`src/design/dss_pkg.sv`:
```
// ----------------------------------------------------------------------------
// dss_pkg
// Shared types and constants for the dual stack in one shared store.
// ----------------------------------------------------------------------------
package dss_pkg;

	localparam int DEPTH  = 8;
	localparam int ADDR_W = $clog2(DEPTH);
	localparam int CNT_W  = $clog2(DEPTH + 1);
	localparam int DATA_W = 32;

	// request codes
	localparam logic [2:0] REQ_PUSH_LO = 3'd0;
	localparam logic [2:0] REQ_PUSH_HI = 3'd1;
	localparam logic [2:0] REQ_POP_LO  = 3'd2;
	localparam logic [2:0] REQ_POP_HI  = 3'd3;
	localparam logic [2:0] REQ_PEEK_LO = 3'd4;
	localparam logic [2:0] REQ_PEEK_HI = 3'd5;

	// status codes
	localparam logic [1:0] ST_OK        = 2'd0;
	localparam logic [1:0] ST_OVERFLOW  = 2'd1;
	localparam logic [1:0] ST_UNDERFLOW = 2'd2;

	typedef struct packed {
		logic [2:0]               req_type;
		logic signed [DATA_W-1:0] push_value;
	} req_t;

	typedef struct packed {
		logic signed [DATA_W-1:0] read_value;
		logic [1:0]               status;
	} rsp_t;

	// controller to datapath
	typedef struct packed {
		logic capture;
		logic exec;
	} dp_cmd_t;

endpackage

```
`src/design/dss_ram.sv`:
```
// ----------------------------------------------------------------------------
// dss_ram
// Generic single-write, single-read RAM with registered read data.
// ----------------------------------------------------------------------------
module dss_ram #(
	parameter int WIDTH = 32,
	parameter int DEPTH = 8
) (
	input  logic                     clk,
	input  logic                     wr_en,
	input  logic [$clog2(DEPTH)-1:0] wr_addr,
	input  logic [WIDTH-1:0]         wr_data,
	input  logic                     rd_en,
	input  logic [$clog2(DEPTH)-1:0] rd_addr,
	output logic [WIDTH-1:0]         rd_data
);

	logic [WIDTH-1:0] mem_q [DEPTH];
	logic [WIDTH-1:0] rd_data_q;

	always_ff @(posedge clk) begin
		if (wr_en) begin
			mem_q[wr_addr] <= wr_data;
		end
		if (rd_en) begin
			rd_data_q <= mem_q[rd_addr];
		end
	end

	assign rd_data = rd_data_q;

endmodule

```
`src/design/dss_ctrl.sv`:
```
// ----------------------------------------------------------------------------
// dss_ctrl
// Sequencer: capture a request, execute it, present the response.
// ----------------------------------------------------------------------------
module dss_ctrl (
	input  logic             clk,
	input  logic             arst_n,
	input  logic             start,
	output logic             busy,
	output logic             done,
	output dss_pkg::dp_cmd_t cmd
);

	typedef enum logic [2:0] {
		S_IDLE = 3'b001,
		S_EXEC = 3'b010,
		S_RESP = 3'b100
	} state_t;

	state_t state_q;
	state_t state_d;

	always_comb begin
		state_d = state_q;
		unique case (state_q)
			S_IDLE: begin
				if (start) begin
					state_d = S_EXEC;
				end
			end
			S_EXEC: state_d = S_RESP;
			S_RESP: state_d = S_IDLE;
			default: state_d = S_IDLE;
		endcase
	end

	always_ff @(posedge clk or negedge arst_n) begin
		if (!arst_n) begin
			state_q <= S_IDLE;
		end else begin
			state_q <= state_d;
		end
	end

	assign busy        = (state_q != S_IDLE);
	assign done        = (state_q == S_RESP);
	assign cmd.capture = (state_q == S_IDLE) && start;
	assign cmd.exec    = (state_q == S_EXEC);

endmodule

```
`src/design/dss_dp.sv`:
```
// ----------------------------------------------------------------------------
// dss_dp
// Datapath: stack counters, store addressing and response formation.
// ----------------------------------------------------------------------------
module dss_dp (
	input  logic             clk,
	input  logic             arst_n,
	input  dss_pkg::dp_cmd_t cmd,
	input  dss_pkg::req_t    req,
	output dss_pkg::rsp_t    rsp
);

	localparam logic [dss_pkg::ADDR_W-1:0] TOP_ADDR = dss_pkg::ADDR_W'(dss_pkg::DEPTH - 1);
	localparam logic [dss_pkg::CNT_W:0]    FULL_CNT = (dss_pkg::CNT_W + 1)'(dss_pkg::DEPTH);

	dss_pkg::req_t              req_q;
	logic [dss_pkg::CNT_W-1:0]  lower_q;
	logic [dss_pkg::CNT_W-1:0]  upper_q;
	logic [1:0]                 status_q;
	logic                       rd_sel_q;

	logic                       full;
	logic [dss_pkg::CNT_W-1:0]  lower_d;
	logic [dss_pkg::CNT_W-1:0]  upper_d;
	logic [1:0]                 status_d;
	logic                       rd_sel_d;
	logic                       wr_en;
	logic [dss_pkg::ADDR_W-1:0] wr_addr;
	logic                       rd_en;
	logic [dss_pkg::ADDR_W-1:0] rd_addr;
	logic [dss_pkg::DATA_W-1:0] rd_data;

	always_ff @(posedge clk) begin
		if (cmd.capture) begin
			req_q <= req;
		end
	end

	assign full = ({1'b0, lower_q} + {1'b0, upper_q}) >= FULL_CNT;

	always_comb begin
		lower_d  = lower_q;
		upper_d  = upper_q;
		status_d = dss_pkg::ST_OK;
		rd_sel_d = 1'b0;
		wr_en    = 1'b0;
		wr_addr  = lower_q[dss_pkg::ADDR_W-1:0];
		rd_addr  = lower_q[dss_pkg::ADDR_W-1:0] - 1'b1;
		case (req_q.req_type) inside
			dss_pkg::REQ_PUSH_LO: begin
				if (full) begin
					status_d = dss_pkg::ST_OVERFLOW;
				end else begin
					wr_en   = 1'b1;
					lower_d = lower_q + 1'b1;
				end
			end
			dss_pkg::REQ_PUSH_HI: begin
				wr_addr = TOP_ADDR - upper_q[dss_pkg::ADDR_W-1:0];
				if (full) begin
					status_d = dss_pkg::ST_OVERFLOW;
				end else begin
					wr_en   = 1'b1;
					upper_d = upper_q + 1'b1;
				end
			end
			dss_pkg::REQ_POP_LO, dss_pkg::REQ_PEEK_LO: begin
				if (lower_q == '0) begin
					status_d = dss_pkg::ST_UNDERFLOW;
				end else begin
					rd_sel_d = 1'b1;
					if (req_q.req_type == dss_pkg::REQ_POP_LO) begin
						lower_d = lower_q - 1'b1;
					end
				end
			end
			dss_pkg::REQ_POP_HI, dss_pkg::REQ_PEEK_HI: begin
				rd_addr = TOP_ADDR - (upper_q[dss_pkg::ADDR_W-1:0] - 1'b1);
				if (upper_q == '0) begin
					status_d = dss_pkg::ST_UNDERFLOW;
				end else begin
					rd_sel_d = 1'b1;
					if (req_q.req_type == dss_pkg::REQ_POP_HI) begin
						upper_d = upper_q - 1'b1;
					end
				end
			end
			default: ;
		endcase
	end

	assign rd_en = cmd.exec;

	always_ff @(posedge clk or negedge arst_n) begin
		if (!arst_n) begin
			lower_q  <= '0;
			upper_q  <= '0;
			status_q <= dss_pkg::ST_OK;
			rd_sel_q <= 1'b0;
		end else if (cmd.exec) begin
			lower_q  <= lower_d;
			upper_q  <= upper_d;
			status_q <= status_d;
			rd_sel_q <= rd_sel_d;
		end
	end

	dss_ram #(
		.WIDTH(dss_pkg::DATA_W),
		.DEPTH(dss_pkg::DEPTH)
	) u_store (
		.clk    (clk),
		.wr_en  (wr_en && cmd.exec),
		.wr_addr(wr_addr),
		.wr_data(req_q.push_value),
		.rd_en  (rd_en),
		.rd_addr(rd_addr),
		.rd_data(rd_data)
	);

	assign rsp.read_value = rd_sel_q ? rd_data : '0;
	assign rsp.status     = status_q;

endmodule

```
`src/design/dual_stack_shared_memory.sv`:
```
// ----------------------------------------------------------------------------
// dual_stack_shared_memory
// Two LIFO stacks sharing one word store: stack one grows up from entry 0,
// stack two grows down from the top entry.
// ----------------------------------------------------------------------------
//
//   channel   | ports                  | transaction taken when
//   ----------+------------------------+-----------------------------
//   request   | start, busy, req       | rising edge, start=1, busy=0
//   response  | done, rsp              | rising edge with done=1
//
// Every transaction runs through capture, execute (counter update,
// store write or store read issued) and response. The store's registered read
// port sets the response cycle. A new request can be taken the cycle after
// done. Reset clears both stack counters at once; the store contents stay
// undefined until pushed, and no clearing pass runs. The receiver cannot
// stall: each response shows for exactly one cycle with done high.
//
module dual_stack_shared_memory (
	input  logic          clk,
	input  logic          arst_n,
	input  logic          start,
	output logic          busy,
	input  dss_pkg::req_t req,
	output logic          done,
	output dss_pkg::rsp_t rsp
);

	// command bundle from the sequencer to the datapath
	dss_pkg::dp_cmd_t cmd;

	// Sequence each transaction: capture, execute, respond.
	dss_ctrl u_ctrl (
		.clk   (clk),
		.arst_n(arst_n),
		.start (start),
		.busy  (busy),
		.done  (done),
		.cmd   (cmd)
	);

	// Hold the counters and the store; form status and read data.
	dss_dp u_dp (
		.clk   (clk),
		.arst_n(arst_n),
		.cmd   (cmd),
		.req   (req),
		.rsp   (rsp)
	);

endmodule

```
`config.mk`:
```
export PLATFORM = sky130hd
export DESIGN_NAME = dual_stack_shared_memory
export DESIGN_NICKNAME = d
export VERILOG_FILES = /design/src/design/dss_pkg.sv /design/src/design/dss_ram.sv /design/src/design/dss_ctrl.sv /design/src/design/dss_dp.sv /design/src/design/dual_stack_shared_memory.sv
export SDC_FILE = /design/constraint.sdc
export NUM_CORES = 1
export LEC_CHECK = 0
export BUFFER_PORTS_ARGS = -buffer_cell sky130_fd_sc_hd__buf_2
export CAP_MARGIN = 25
export CORE_MARGIN = 1.5
export CORE_UTILIZATION = 50
export DETAILED_ROUTE_END_ITERATION = 10
export GPL_TIMING_DRIVEN = 0
export PLACE_DENSITY = 0.65
export SLEW_MARGIN = 25
export SYNTH_ARGS = -nofsm -noshare
export SYNTH_HDL_FRONTEND = slang
export SYNTH_SLANG_ARGS = --single-unit
```
`constraint.sdc`:
```
create_clock -name clk -period 5.2 [get_ports clk]
set_input_delay 1.56 -clock clk [delete_from_list [all_inputs] [get_ports clk]]
set_output_delay 1.56 -clock clk [all_outputs]
set_load 0.05 [all_outputs]
```
==> impl_metrics.py, run 1 <==
metrics = {
    "logic_synthesis": {
        "synth.ff_latch_count": 337,
        "synth_fp_nets": 989,
        "synth.area.top_cells": "edfxtp_1 68%, mux2i_1 4.5%, a221oi_2 2.6%",
        "yosysWarnings": 0,
        "syn_area_um2": 14400,
        "synth_cells": 938,
        "synth_top_area_share_pct": 67.5,
        "yosys.area.top_type": "edfxtp_1",
        "seq_area_frac_synth_pct": 70.0,
        "synth.distinct_cells": 50,
        "synth.avg_cell_area_um2": 15.3,
    },
    "global_route": {
        "grt_use_total_pct": 23.5,
        "antenna_found_initial": 1,
        "grt_pass1_wl_mm": 51.1,
        "grt_max_degree": 23,
        "grt_pass1_vias": 8603,
        "overflow": 0,
    },
    "clock_tree": {
        "cts_tree": "done",
        "post_cts_buffers": 0,
        "ctsRootBufferMaster": "clkbuf_16",
        "cts_resized": 0,
        "numCtsBuffers": 37,
        "cts_num_sinks": 337,
        "htreeDepth": 2,
        "clk_latency_ps": 510,
        "ctsHoldBuffers": 0,
        "clkSlewWorstSetupHoldPaths_ps": 60,
        "clk_path_buf_depth": 3,
    },
    "power_and_ir_drop": {
        "switchingPower_mw": 4.34,
        "p_clk_share_pct": 23.5,
        "total_power_mw": 11.1,
        "p_seq_share_pct": 33.2,
        "combPwrFrac_pct": 43.3,
        "p_leak_nw": 5.85,
        "switching_share_pct": 39.3,
        "peakVddDrop_mv": 0.362,
        "internal_power_mw": 6.72,
        "p_per_area_nw_per_um2": 659,
    },
    "critical_path": {
        "crit_type": "reg2out",
        "cp-end-kind": "output pin",
        "critPathMaxFanout": 10,
        "crit_path_start_kind": "flop",
        "crit_buf_inv": 2,
        "cp_slowest_cell": "dfrtp_1",
        "cpLargestDelayFamily": "buffers and inverters",
        "path_cells": "clkbuf_1 > and2_1 > buf_2",
        "cp.required_ps": 3640,
        "crit_path_max_incr_delay_ps": 560,
        "r2r_cells": 10,
        "cp.depth": 3,
        "worstPathArrival_ps": 2120,
    },
    "layout": {
        "syn_to_final_growth_pct": 16.9,
        "fin_util_pct": 60.0,
        "nFillCells": 2136,
        "antenna_cells": 0,
        "nets": 1113,
        "drive_gt1_share_pct": 18.6,
        "instances_no_fill": 1467,
    },
    "floorplan": {
        "die_x_um": 172,
        "initial_core_util_pct": 51.3,
        "die_y_um": 172,
        "die-area_um2": 29800,
        "core_um2": 28000,
        "num_io_pins": 74,
        "num_rows": 61,
    },
    "outcome": {
        "status": "completed",
    },
    "place": {
        "dp_slack_ps": 1680,
        "dp.cells": 1401,
        "dp_hpwl_mm": 22.0,
        "port_buffers": 73,
        "gp_congestion": 0.801,
    },
    "drt": {
        "drt_iter0_drc": 819,
        "detail_route.vias_per_cell": 5.96,
        "ant_nets": 0,
        "wire_per_inst_um": 22.9,
        "drc": 0,
        "wl_mm": 33.6,
        "num_vias": 8749,
        "first_pass_iters": 5,
    },
    "sta": {
        "timing.fmax_mhz": 272,
        "fin_tns_setup_ps": 0,
        "max-slew-margin-rel_pct": 45.9,
        "clock_skew_ps": 11.0,
        "rsz0062_at_grt": "no",
        "final_hold_viol_count": 0,
        "setup_slack_ps": 1520,
        "finalMaxSlewViolations": 0,
        "finalSetupViolCount": 0,
        "worst_slew_pin_slew_ps": 806,
        "fin_crit_sh_pct": 70.7,
        "fin_crit_ps": 3680,
    },
    "worst_hold_path": {
        "hold_depth": 2,
        "hold_path_class": "reg2reg",
    },
    "run": {
        "maxCapViolCount": 0,
    },
}
-- layout by cell type (no fill, tap or decap), drive strengths merged, types with 4 or more instances in the layout --
| cell type | n |
|---|---|
| clkbuf | 81 |
| a211oi | 35 |
| a21oi | 39 |
| buf | 113 |
| nor2 | 14 |
| o21ai | 38 |
| a221oi | 32 |
| a31oi | 4 |
| dfrtp | 13 |
| ha | 10 |
| nand3 | 4 |
| and2 | 34 |
| inv | 10 |
| xnor2 | 6 |
| a311oi | 32 |
| mux2i | 65 |
| bufinv | 5 |
| nand2 | 75 |
| nand2b | 32 |
| a32o | 32 |
| or3b | 35 |
| clkinv | 21 |
| nor3 | 6 |
| edfxtp | 323 |
-- routing by layer --
layer / part of all wire [%] / track usage (%) / vias up
met5: 0 / 0 / -
met1: 43 / 33.0 / 4350
met4: 2.3 / 7.71 / 0
met3: 7.3 / 3.87 / 58
met2: 47 / 37.4 / 372
li1: - / - / 3969
-- worst paths after layout --
kind	from	end	slack [ps]
worst max register to register	u_dp.upper_q[1]	u_dp.u_store.rd_data[30]	1660
worst min register to register	u_dp.status_q[1]	u_dp.status_q[1]	500
worst max-delay path	u_dp.rd_sel_q	rsp[29]	1520
max in group asynchronous	arst_n	u_ctrl.state_q[0]	3940
worst min-delay path	u_dp.status_q[1]	u_dp.status_q[1]	500
min in group asynchronous	arst_n	u_dp.status_q[0]	950
-- stage by stage --
stage          area (um^2)  hold WS [ps]
6_report             16800           499
5_1_grt              16800           531
4_1_cts              16800           507
3_5_place_dp         15600           494
3_3_place_gp         15200           498
2_1_floorplan        14400           492
-- cells by family after synthesis --
| logic type | after synthesis | synth area share [%] |
|---|---|---|
| DFF | 337 | 70.0 |
| AOI/OAI and AO/OA | 222 | 12.5 |
| and+or+nand+nor | 210 | 8.36 |
| buffers and inverters | 79 | 2.44 |
| muxes | 68 | 4.76 |
| adders and majority gates | 13 | 1.29 |
| xor gates and xnor gates | 9 | 0.679 |
-- synth_stat cells (all sizes together) --
library cell / count
edfxtp: 323
nand2: 75
mux2i: 65
clkbuf: 41
a21oi: 39
o21ai: 38
a211oi: 35
or3b: 35
and2: 34
a221oi: 32
a311oi: 32
a32o: 32
nand2b: 32
buf: 28
nor2: 14
dfrtp: 13
ha: 10
inv: 10
nor3: 6
xnor2: 6
a31oi: 4
nand3: 4
a21o: 3
fa: 3
mux2: 3
nor3b: 3
xor2: 3
and3: 2
nor4bb: 2
o21a: 2
a2111o: 1
a21boi: 1
a22oi: 1
dfstp: 1
nand4: 1
nor4: 1
nor4b: 1
o211ai: 1
o31ai: 1
-- power by group through the flow --
stage | Combinational, mW | Clock, mW | Sequential [mW]
2_1_floorplan | 3.34 | 0 | 3.65
3_3_place_gp | 4.60 | 0 | 3.72
3_5_place_dp | 4.74 | 0 | 3.73
4_1_cts | 4.79 | 2.64 | 3.67
5_1_grt | 5.14 | 2.76 | 3.71
6_report | 4.79 | 2.60 | 3.67
-- worst min-delay path: cells and delay by family, from the launching register on --
family	cells	cell delay, ps
simple gates	1	50
flops	1	360
compound gates	1	50
-- cell type report --
cell class                      instances  area, um^2  area share [%]
Buffer                                 69         313            1.86
Inverter                               10        37.5           0.224
Multi-Input combinational cell        522        4020            24.0
Clock inverter                         26         255            1.52
Clock buffer                           40         958            5.71
Sequential cell                       337       10100            59.9
Tap cell                              378         473            2.82
Timing Repair Buffer                   85         681            4.05
-- state kept, by name (all words and copies together) (netlist names) --
signal                count
u_dp.rd_sel_q             1
u_dp.lower_q              4
u_dp.upper_q              4
u_dp.u_store.rd_data     32
u_ctrl.state_q            3
u_dp.u_store.mem_q      256
u_dp.req_q               35
u_dp.status_q             2
No activity file was read; power rests on OpenSTA's default activity.
==> run 2: changes to the inputs <==
- ABC_AREA: not set -> 1
- clock period: 5.2 -> 3.4 ns (I/O delays scaled with it)
==> run 2 against run 1 <==
Effect of this change: worst hold slack got worse by 97 ps; first-iteration DRC count rose by 12%; synthesized cell count up 48%; cell count is 31% higher; clock power increased by 36%; count of clock-buffer cells in the layout increased by 3; cell area increased by 1.5%; clock skew grew 6.5 ps; via count is 13% higher; die area is 2.8% higher; worst setup slack got worse by 1300 ps; utilization down 0.87 points.
==> impl_metrics.py, run 2 <==
metrics = {
    "power_and_ir_drop": {
        "internal_power_mw": 8.57,
        "peakVddDrop_mv": 0.428,
        "p_clk_share_pct": 25.7,
        "total_power_mw": 13.8,
        "combPwrFrac_pct": 34.7,
        "p_leak_nw": 7.63,
        "p_per_area_nw_per_um2": 808,
        "switchingPower_mw": 5.21,
        "p_seq_share_pct": 39.6,
        "switching_share_pct": 37.8,
    },
    "floorplan": {
        "die-area_um2": 30600,
        "num_io_pins": 74,
        "die_y_um": 175,
        "initial_core_util_pct": 51.2,
        "die_x_um": 175,
        "core_um2": 28900,
        "num_rows": 62,
    },
    "sta": {
        "final_hold_viol_count": 0,
        "fin_crit_ps": 3140,
        "finalSetupViolCount": 0,
        "finalMaxSlewViolations": 0,
        "rsz0062_at_grt": "no",
        "clock_skew_ps": 17.5,
        "timing.fmax_mhz": 318,
        "worst_slew_pin_slew_ps": 751,
        "fin_crit_sh_pct": 92.4,
        "max-slew-margin-rel_pct": 49.8,
    },
    "layout": {
        "syn_to_final_growth_pct": 15.4,
        "layout_commonest_cell": "nand2_1",
        "regMostFlops": "u_dp.u_store.mem_q",
        "most-common-layout-cells": "337 x nand2_1, 323 x edfxtp_1, 283 x inv_1",
        "instances_no_fill": 1920,
        "drive_gt1_share_pct": 12.6,
        "antenna_cells": 0,
        "largest_reg_flops": 256,
        "nFillCells": 2376,
        "nets": 1566,
    },
    "global_route": {
        "grt_use_total_pct": 22.4,
        "overflow": 0,
        "antenna_found_initial": 0,
        "grt_pass1_vias": 9735,
        "grt_max_degree": 22,
        "grt_pass1_wl_mm": 52.2,
    },
    "critical_path": {
        "critPathMaxFanout": 10,
        "crit_path_start_kind": "flop",
        "cp.required_ps": 2380,
        "cp-end-kind": "output pin",
        "worstPathArrival_ps": 2120,
        "crit_type": "reg2out",
    },
    "logic_synthesis": {
        "seq_area_frac_synth_pct": 68.0,
        "ys.flop_type": "edfxtp_1",
        "ys_top_cells_by_count": "337 x nand2_1, 323 x edfxtp_1, 284 x inv_1",
        "synth.avg_cell_area_um2": 10.6,
        "synth.ff_latch_count": 337,
        "synth.distinct_cells": 28,
        "synth_edf_count": 323,
        "synth_fp_nets": 1442,
        "async_reset_ff_share_pct": 4.15,
        "yosysMostFrequentCell": "nand2_1",
        "yosysWarnings": 0,
        "synth.area.top_cells": "edfxtp_1 66%, nand3_1 9.3%, nand2_1 8.6%",
        "syn_area_um2": 14800,
        "synth_cells": 1391,
        "yosys.area.top_type": "edfxtp_1",
        "synth_top_area_share_pct": 65.7,
    },
    "drt": {
        "wl_mm": 33.6,
        "num_vias": 9887,
        "ant_nets": 0,
        "first_pass_iters": 8,
        "drt_iter0_drc": 918,
        "drc": 0,
        "wire_per_inst_um": 17.5,
        "wl_met1_mm": 14.3,
        "top_layer": "met4",
        "routed-wl-met3_mm": 2.21,
        "detail_route.vias_per_cell": 5.15,
        "wl_met2_mm": 16.2,
    },
    "clock_tree": {
        "ctsRootBufferMaster": "clkbuf_16",
        "clk_latency_ps": 510,
        "htreeDepth": 2,
        "numCtsBuffers": 35,
        "cts_tree": "done",
        "ctsHoldBuffers": 0,
        "clk_path_buf_depth": 3,
        "cts_num_sinks": 337,
        "clkSlewWorstSetupHoldPaths_ps": 60,
        "post_cts_buffers": 0,
    },
    "place": {
        "gp_congestion": 0.822,
        "dp_hpwl_mm": 22.0,
        "dp.cells": 1862,
        "port_buffers": 73,
    },
    "run": {
        "maxCapViolCount": 0,
    },
    "outcome": {
        "status": "completed",
    },
    "worst_hold_path": {
        "hold_path_class": "in2async",
    },
}
==> run 2: kinds of logic (layout without fill, tap and decap cells) <==
kind of cell,count (synthesis),after routing,synth area share [%]
flops,337,337,68.0
fa+ha+maj,13,13,1.25
simple gates,670,670,20.5
compound gates,13,13,0.500
xor+xnor,7,7,0.415
buf+inv,351,496,9.32
==> run 2: routing by layer <==
metal / GRT usage (%) / vias to the layer above
met5: 0 / -
met1: 29.5 / 4695
met2: 37.9 / 327
met3: 3.52 / 80
met4: 8.01 / 0
li1: - / 4785
==> run 2: power groups by stage <==
stage                     Clock [mW]  Sequential [mW]  Combinational [mW]
after floorplan                    0             5.45                3.24
after global routing            3.75             5.49                5.30
final                           3.54             5.46                4.78
after CTS                       3.60             5.45                4.80
after detailed placement           0             5.54                4.76
after global placement             0             5.54                4.59
==> run 2: final cells by class <==
cell class	instances	area [um^2]	share of cell area, %
flip-flops and latches	337	10100	58.9
multi-input cells	703	3410	20.0
inverters	285	1070	6.27
clock buffers	43	906	5.31
repair buffers	87	698	4.09
well taps	384	480	2.82
plain buffers	66	308	1.81
clock inverters	15	123	0.719
==> run 2: critical path, stage by stage (launching register included) <==
cell,delay (ps)
dfrtp_1,320
clkbuf_1,410
clkbuf_1,460
nand2_1,110
inv_1,70
buf_2,250
==> run 2: worst paths after layout <==
check | from | slack [ps] | to | depth (start not counted)
min reg2reg | u_dp.status_q[1] | 480 | u_dp.status_q[1] | 2
max reg2reg | u_dp.upper_q[0] | 450 | u_dp.u_store.mem_q[3][12] | 10
max in group asynchronous | arst_n | 2710 | u_ctrl.state_q[0] | 1
min in group clk | u_dp.status_q[1] | 480 | u_dp.status_q[1] | 2
max | u_dp.rd_sel_q | 260 | rsp[14] | 5
min | arst_n | 400 | u_dp.lower_q[3] | 1
==> run 2: stage by stage <==
stage / util (%) / instance area (um^2) / setup WS (ps) / hold WS (ps) / setup TNS, ps
floorplan: - / 14800 / 299 / 475 / 0
CTS: 59.1 / 17000 / 81.8 / 409 / 0
global route: 59.1 / 17100 / 70.9 / 427 / 0
global placement: 54.1 / 15600 / -1250 / 461 / -316470
detailed placement: 55.5 / 16000 / 439 / 478 / 0
finish: 59.1 / 17100 / 259 / 402 / 0
==> run 2: what timing repair did <==
action,CTS,global route
endpoints found under the setup margin,0,1
hold endpoints to repair,0,0
gates resized for setup,0,2
